`src/rtl/rbcc_pkg.sv`:
```
// types, class codes and the box table of the colour classifier
// no dependencies
package rbcc_pkg;

  localparam int COUNT_W  = 16;   // width of one sensor count
  localparam int BOUND_W  = 9;    // width of a normalized bound (max 275)
  localparam int LIMIT_W  = 17;   // width of a raw clear limit (max 65537)
  localparam int PROD_W   = COUNT_W + BOUND_W;
  localparam int NUM_BOXES = 8;

  typedef enum logic [2:0] {
    CLASS_NONE   = 3'd0,
    CLASS_RED    = 3'd1,
    CLASS_GREEN  = 3'd2,
    CLASS_YELLOW = 3'd3,
    CLASS_WHITE  = 3'd4,
    CLASS_BLACK  = 3'd5,
    CLASS_BLUE   = 3'd6,
    CLASS_ORANGE = 3'd7
  } colour_class_t;

  typedef logic [COUNT_W-1:0] count_t;
  typedef logic [BOUND_W-1:0] bound_t;
  typedef logic [LIMIT_W-1:0] limit_t;

  // one reading as it travels through the pipe
  typedef struct packed {
    count_t clear_count;
    count_t red_count;
    count_t green_count;
    count_t blue_count;
  } reading_t;

  // strict bounds of one box, normalized channels and raw clear
  typedef struct packed {
    bound_t        rlo;
    bound_t        rhi;
    bound_t        glo;
    bound_t        ghi;
    bound_t        blo;
    bound_t        bhi;
    limit_t        clo;
    limit_t        chi;
    colour_class_t cls;
  } box_t;

  // boxes in test order, first hit wins
  localparam box_t BOXES [NUM_BOXES] = '{
    '{9'd175, 9'd205, 9'd35,  9'd55,  9'd35,  9'd60,
      17'd0,     17'd65537, CLASS_RED},
    '{9'd35,  9'd75,  9'd115, 9'd145, 9'd45,  9'd70,
      17'd0,     17'd65537, CLASS_GREEN},
    '{9'd80,  9'd95,  9'd110, 9'd130, 9'd30,  9'd50,
      17'd0,     17'd65537, CLASS_GREEN},
    '{9'd115, 9'd210, 9'd100, 9'd190, 9'd35,  9'd70,
      17'd50000, 17'd65537, CLASS_YELLOW},
    '{9'd95,  9'd240, 9'd85,  9'd275, 9'd95,  9'd125,
      17'd65000, 17'd65537, CLASS_WHITE},
    '{9'd50,  9'd115, 9'd80,  9'd115, 9'd50,  9'd105,
      17'd4000,  17'd9000,  CLASS_BLACK},
    '{9'd25,  9'd55,  9'd75,  9'd95,  9'd115, 9'd140,
      17'd0,     17'd65537, CLASS_BLUE},
    '{9'd150, 9'd175, 9'd55,  9'd75,  9'd30,  9'd45,
      17'd0,     17'd65537, CLASS_ORANGE}
  };

endpackage

```
`src/rtl/rbcc_prio.sv`:
```
// first-hit selection over the box test results
// depends on rbcc_pkg
module rbcc_prio (
  input  logic [rbcc_pkg::NUM_BOXES-1:0] hits,
  output rbcc_pkg::colour_class_t        cls
);

  // walk from the last box down so the earliest hit is kept
  always_comb begin
    cls = rbcc_pkg::CLASS_NONE;
    for (int i = rbcc_pkg::NUM_BOXES - 1; i >= 0; i--) begin
      if (hits[i]) begin
        cls = rbcc_pkg::BOXES[i].cls;
      end
    end
  end

endmodule

```
`config.mk`:
```
export PLATFORM = sky130hd
export DESIGN_NAME = rbcc_prio
export DESIGN_NICKNAME = d
export VERILOG_FILES = /design/src/rtl/rbcc_pkg.sv /design/src/rtl/rbcc_prio.sv
export SDC_FILE = /design/constraint.sdc
export NUM_CORES = 1
export LEC_CHECK = 0
export BUFFER_PORTS_ARGS = -buffer_cell sky130_fd_sc_hd__buf_2
export CELL_PAD_IN_SITES_DETAIL_PLACEMENT = 1
export CELL_PAD_IN_SITES_GLOBAL_PLACEMENT = 1
export CORE_AREA = 8 8 45 47
export DETAILED_ROUTE_END_ITERATION = 10
export DIE_AREA = 0 0 53 55
export PLACE_DENSITY = 0.34
export SETUP_SLACK_MARGIN = 0.05
export SLEW_MARGIN = 20
export SYNTH_ARGS = -nofsm -noshare
export SYNTH_HDL_FRONTEND = slang
export SYNTH_SLANG_ARGS = --single-unit
```
`constraint.sdc`:
```
create_clock -name vclk -period 0.8
set_input_delay 0.04 -clock vclk [all_inputs]
set_output_delay 0.04 -clock vclk [all_outputs]
set_load 0.005 [all_outputs]
```
==> impl_metrics.env, run 1 <==
export IMPL_status="finished clean"
export IMPL_synth_seq_area_share=0
export IMPL_placementRows=14
export IMPL_floorplan_initialDensity=0.04521
export IMPL_endpoint_arrival_time_on_the_critical_path_ns=0.69
export IMPL_overflow=0
export IMPL_mappedNetlistNets=19
export IMPL_route_detailed_vias_per_inst=3.711
export IMPL_routed_wl_um=510
export IMPL_drtPass1Iterations=1
export IMPL_setup_viol=0
export IMPL_via_count=141
export IMPL_antenna_cells=0
export IMPL_rsz0062_at_grt="yes"
export IMPL_drc=0
export IMPL_synth_cells=11
export IMPL_nClkBuffers=0
export IMPL_avgRoutedWirePerCell_um=13.42
export IMPL_max_slew_worst_pin_slew_ns=0.2472
export IMPL_io_pins=11
export IMPL_buffer_ports_inserted=11
export IMPL_final_seq_area_sq_um=0
export IMPL_fraction_of_layout_cells_with_a_size_suffix_above_1=0.7727
export IMPL_stdcell_area_sq_um=198.9
export IMPL_power_combinational_fraction=1.000
export IMPL_hold_buffers=0
export IMPL_nFlopsAndLatches=0
export IMPL_finalHoldViolations=0
export IMPL_start_kind="primary input"
export IMPL_fraction_of_power_consumed_by_sequential_logic=0
export IMPL_critical_path_max_fanout=3
export IMPL_slew_headroom=0.8334
export IMPL_cpPeakStageDelay_ns=0.32
export IMPL_hold_depth=3
export IMPL_p_leak_nw=0.08271
export IMPL_power_clock_fraction=0
export IMPL_internal_power_mw=0.04752
export IMPL_post_cts_setup_repair_bufs=0
export IMPL_cp_common_cell="sky130_fd_sc_hd__buf_2"
export IMPL_worstPathCellList="buf_2, o41ai_2, nor2_1, buf_2"
export IMPL_global_route_wire_length_before_repair_um=690
export IMPL_synth_warning_count=0
export IMPL_flow_area_growth_from_synthesis_pct=218.0
export IMPL_dp_final_hpwl_um=371.9
export IMPL_grt_max_degree=4
export IMPL_cap_violations=0
export IMPL_critical_path_slowest_cell="sky130_fd_sc_hd__o41ai_2"
export IMPL_grt_use_total=0.03052
export IMPL_floorplan_core_area_sq_um=1384
export IMPL_setup_tns_ns=0
export IMPL_final_min_period_over_clock_period=0.9171
export IMPL_timing_worst_setup_path_type="primary input to primary output"
export IMPL_post_synth_cell_area_avg_sq_um=5.687
export IMPL_synth_cell_area_sq_um=62.56
export IMPL_p_per_area_nw_per_um2=478.6
export IMPL_nets=32
export IMPL_worstHoldPathType="primary input to primary output"
export IMPL_switching_power_summed_over_all_nets_mw=0.04770
export IMPL_ys_types=6
export IMPL_cp_end_kind="primary output"
export IMPL_globalplace_congestion=0.5085
export IMPL_floorplan_die_area_sq_um=2915
export IMPL_die_height_um=55
export IMPL_timing_critical_path_required_ns=0.76
export IMPL_dieWidth_um=53
export IMPL_hold_start="hits[0]"
export IMPL_crit_buf_inv=2
export IMPL_drt_antenna_violating_nets=0
export IMPL_grt_pass1_vias=166
export IMPL_initial_antenna_violation_count=0
export IMPL_holdPathEnd="cls[2]"
export IMPL_fmax_mhz=1363
export IMPL_slew_violations=0
export IMPL_detail_route_iter0_violations=0
export IMPL_final_critical_path_time_including_i_o_delays_and_setup_ns=0.7337
export IMPL_placed_area_sq_um=137.6
export IMPL_peakVddDrop_mv=0.1084
export IMPL_critical_path_top_delay_family="compound AO/OA/AOI/OAI gates"
export IMPL_switching_share=0.5010
worst max-delay path by stage:
stage	start	end	slack, ns	depth (start not counted)
after global routing	hits[5]	cls[2]	0.02	4
after detailed placement	hits[4]	cls[0]	0.06	3
after CTS	hits[4]	cls[2]	0.05	4
final	hits[5]	cls[2]	0.07	4
after floorplan	hits[4]	cls[2]	0.32	2
after global placement	hits[4]	cls[0]	0.04	3
metal layers:
metal  vias up  part of all wire  GRT usage  wire length [um]
met4         0             0.016   0.008621                 8
met1        60              0.44    0.04072               222
met3         2              0.17    0.02406                89
li1         66                 -          -                 -
met5         -                 0          0                 0
met2        13              0.37    0.03516               189
tightest hold or removal path, stage by stage:
cell	delay (ns)
sky130_fd_sc_hd__buf_2	0.11
sky130_fd_sc_hd__nor2_1	0.04
sky130_fd_sc_hd__buf_2	0.12
synthesized netlist by cell type:
library cell / count / share of area
sky130_fd_sc_hd__a21oi_1: 3 / 0.24
sky130_fd_sc_hd__nor3_2: 1 / 0.16
sky130_fd_sc_hd__o41ai_1: 2 / 0.28
sky130_fd_sc_hd__nor2_1: 3 / 0.18
sky130_fd_sc_hd__inv_1: 1 / 0.060
sky130_fd_sc_hd__o21ai_0: 1 / 0.080
per-stage QoR:
stage	hold WS [ns]	util	setup slack [ns]	cells	power [mW]
final	0.3432	0.1438	0.06635	38	0.09522
after global routing	0.3719	0.1438	0.02294	38	0.1032
after CTS	0.3392	0.1049	0.05006	38	0.06212
after detailed placement	0.3380	0.09946	0.05758	38	0.05778
after global placement	0.3402	0.09946	0.03906	38	0.05697
after floorplan	0.1076	-	0.3181	11	0.01669
timing repair:
action,CTS,global route
gates resized for setup,1,15
pin swaps,0,5
setup endpoints to repair,1,2
hold endpoints to repair,0,0
cloned,0,0
cell families after synthesis:
logic type	count (synthesis)	share of synthesized area
AOI/OAI and AO/OA	6	0.5999
and+or+nand+nor	4	0.3400
buffers and inverters	1	0.05994
power groups by stage:
stage	Sequential [mW]	Combinational (mW)	Clock [mW]
2_1_floorplan	0	0.0167	0
3_3_place_gp	0	0.0570	0
3_5_place_dp	0	0.0578	0
4_1_cts	0	0.0621	0
5_1_grt	0	0.103	0
6_report	0	0.0952	0
placed cells by master (no fill, tap or decap), drive strengths merged:
cell type  Yosys  layout
o41ai          2       2
inv            1       1
nor3           1       1
buf            0      11
o21ai          1       1
a21oi          3       3
nor2           3       3
final cells by class:
cell class         instances  area [sq um]
fillers                  165          1185
inverters                  1         3.754
multi-input cells         10         98.84
well taps                 16         20.02
repair buffers            11         76.32
(Power assumes the default switching activity.)
==> run 2: changes to the inputs <==
- SETUP_SLACK_MARGIN: 0.05 -> 0.15
==> impl_metrics.env, run 2 (synthesis gave the netlist of run 1 again) <==
export IMPL_status="finished clean"
export IMPL_routed_wl_um=469
export IMPL_rsz0062_at_grt="yes"
export IMPL_buffer_ports_inserted=11
export IMPL_p_leak_nw=0.08924
export IMPL_start_kind="primary input"
export IMPL_global_route_wire_length_before_repair_um=690
export IMPL_timing_worst_setup_path_type="primary input to primary output"
export IMPL_fmax_mhz=1397
export IMPL_endpoint_arrival_time_on_the_critical_path_ns=0.68
export IMPL_route_detailed_vias_per_inst=3.763
export IMPL_grt_max_degree=4
export IMPL_drt_antenna_violating_nets=0
export IMPL_dieWidth_um=53
export IMPL_setup_viol=0
export IMPL_setup_slack_ns=0.08420
export IMPL_final_min_period_over_clock_period=0.8947
export IMPL_mostFrequentLayoutCell="sky130_fd_sc_hd__buf_2"
export IMPL_dp_final_hpwl_um=371.9
export IMPL_floorplan_initialDensity=0.04521
export IMPL_overflow=0
export IMPL_critical_path_slowest_cell="sky130_fd_sc_hd__o41ai_2"
export IMPL_detail_route_iter0_violations=0
export IMPL_placementRows=14
export IMPL_cp_end_kind="primary output"
export IMPL_avgRoutedWirePerCell_um=12.34
export IMPL_drc=0
export IMPL_nFlopsAndLatches=0
export IMPL_dp_worst_slack_ns=0.05758
export IMPL_floorplan_die_area_sq_um=2915
export IMPL_grt_use_total=0.02999
export IMPL_cap_violations=0
export IMPL_max_slew_worst_pin_slew_ns=0.2380
export IMPL_initial_antenna_violation_count=0
export IMPL_drtPass1Iterations=1
export IMPL_fraction_of_layout_cells_with_a_size_suffix_above_1=0.8182
export IMPL_flow_area_growth_from_synthesis_pct=252.0
export IMPL_setup_tns_ns=0
export IMPL_worstPathCellList="buf_4, o41ai_2, nor2_1, buf_2"
export IMPL_worstHoldPathType="primary input to primary output"
export IMPL_antenna_cells=0
export IMPL_floorplan_core_area_sq_um=1384
export IMPL_multi_input_area_sq_um=110.1
export IMPL_timing_critical_path_required_ns=0.76
export IMPL_via_count=143
export IMPL_io_pins=11
export IMPL_finalHoldViolations=0
export IMPL_slew_violations=0
export IMPL_peakVddDrop_mv=0.1231
export IMPL_nets=32
export IMPL_p_per_area_nw_per_um2=474.1
export IMPL_cpPeakStageDelay_ns=0.31
export IMPL_final_cell_mix="6 x sky130_fd_sc_hd__buf_2, 3 x sky130_fd_sc_hd__buf_6, 2 x sky130_fd_sc_hd__a21oi_2, 2 x sky130_fd_sc_hd__nor2_1"
export IMPL_post_cts_setup_repair_bufs=0
export IMPL_n_fill_cell=161
export IMPL_slew_headroom=0.8396
export IMPL_final_seq_area_sq_um=0
export IMPL_final_critical_path_time_including_i_o_delays_and_setup_ns=0.7158
export IMPL_nClkBuffers=0
export IMPL_die_height_um=55
export IMPL_hold_depth=3
export IMPL_globalplace_congestion=0.5085
export IMPL_critical_path_max_fanout=3
export IMPL_grt_pass1_vias=168
==> run 2: final cells by class <==
cell class | instances | area share
multi-input combinational | 10 | 0.5000
timing repair buffer | 11 | 0.3920
tap | 16 | 0.09091
inverter | 1 | 0.01705
==> run 2: final timing paths <==
check                    from  endpoint
worst max-delay path  hits[5]    cls[2]
worst min-delay path  hits[0]    cls[2]
==> run 2: worst max-delay path, delay by kind of cell <==
kind,cells,cell delay [ns]
buffers and inverters,2,0.26
AOI/OAI and AO/OA,1,0.31
and+or+nand+nor,1,0.06
==> run 2: metrics by stage <==
step,hold slack [ns],cell area (sq um),power [mW],utilization,instances
floorplan,0.1076,62.56,0.01669,-,11
global placement,0.3402,137.6,0.05697,0.09946,38
detailed placement,0.3380,137.6,0.05778,0.09946,38
CTS,0.3350,177.7,0.07917,0.1284,38
global route,0.3710,220.2,0.1141,0.1591,38
finish,0.3483,220.2,0.1044,0.1591,38
==> run 2: power breakdown <==
group	total, mW	leakage, nW	switching (mW)	internal, mW
Sequential	0	0	0	0
Combinational	0.104	0.0892	0.0495	0.0548
Clock	0	0	0	0
Total	0.104	0.0892	0.0495	0.0548
==> run 2: repair_timing <==
| action | CTS | global route |
|---|---|---|
| gates cloned | 0 | 0 |
| gates resized for setup | 9 | 11 |
| setup endpoints to repair | 3 | 3 |
| hold buffers | 0 | 0 |
| pin swaps | 5 | 5 |
==> run 2: routing by layer <==
metal / vias up / share of wire / wire [um] / global-route usage
li1: 66 / - / - / -
met1: 64 / 0.52 / 244 / 0.04079
met2: 13 / 0.33 / 154 / 0.03516
met3: 0 / 0.15 / 70 / 0.02406
met4: 0 / 0 / 0 / 0.004310
met5: - / 0 / 0 / 0
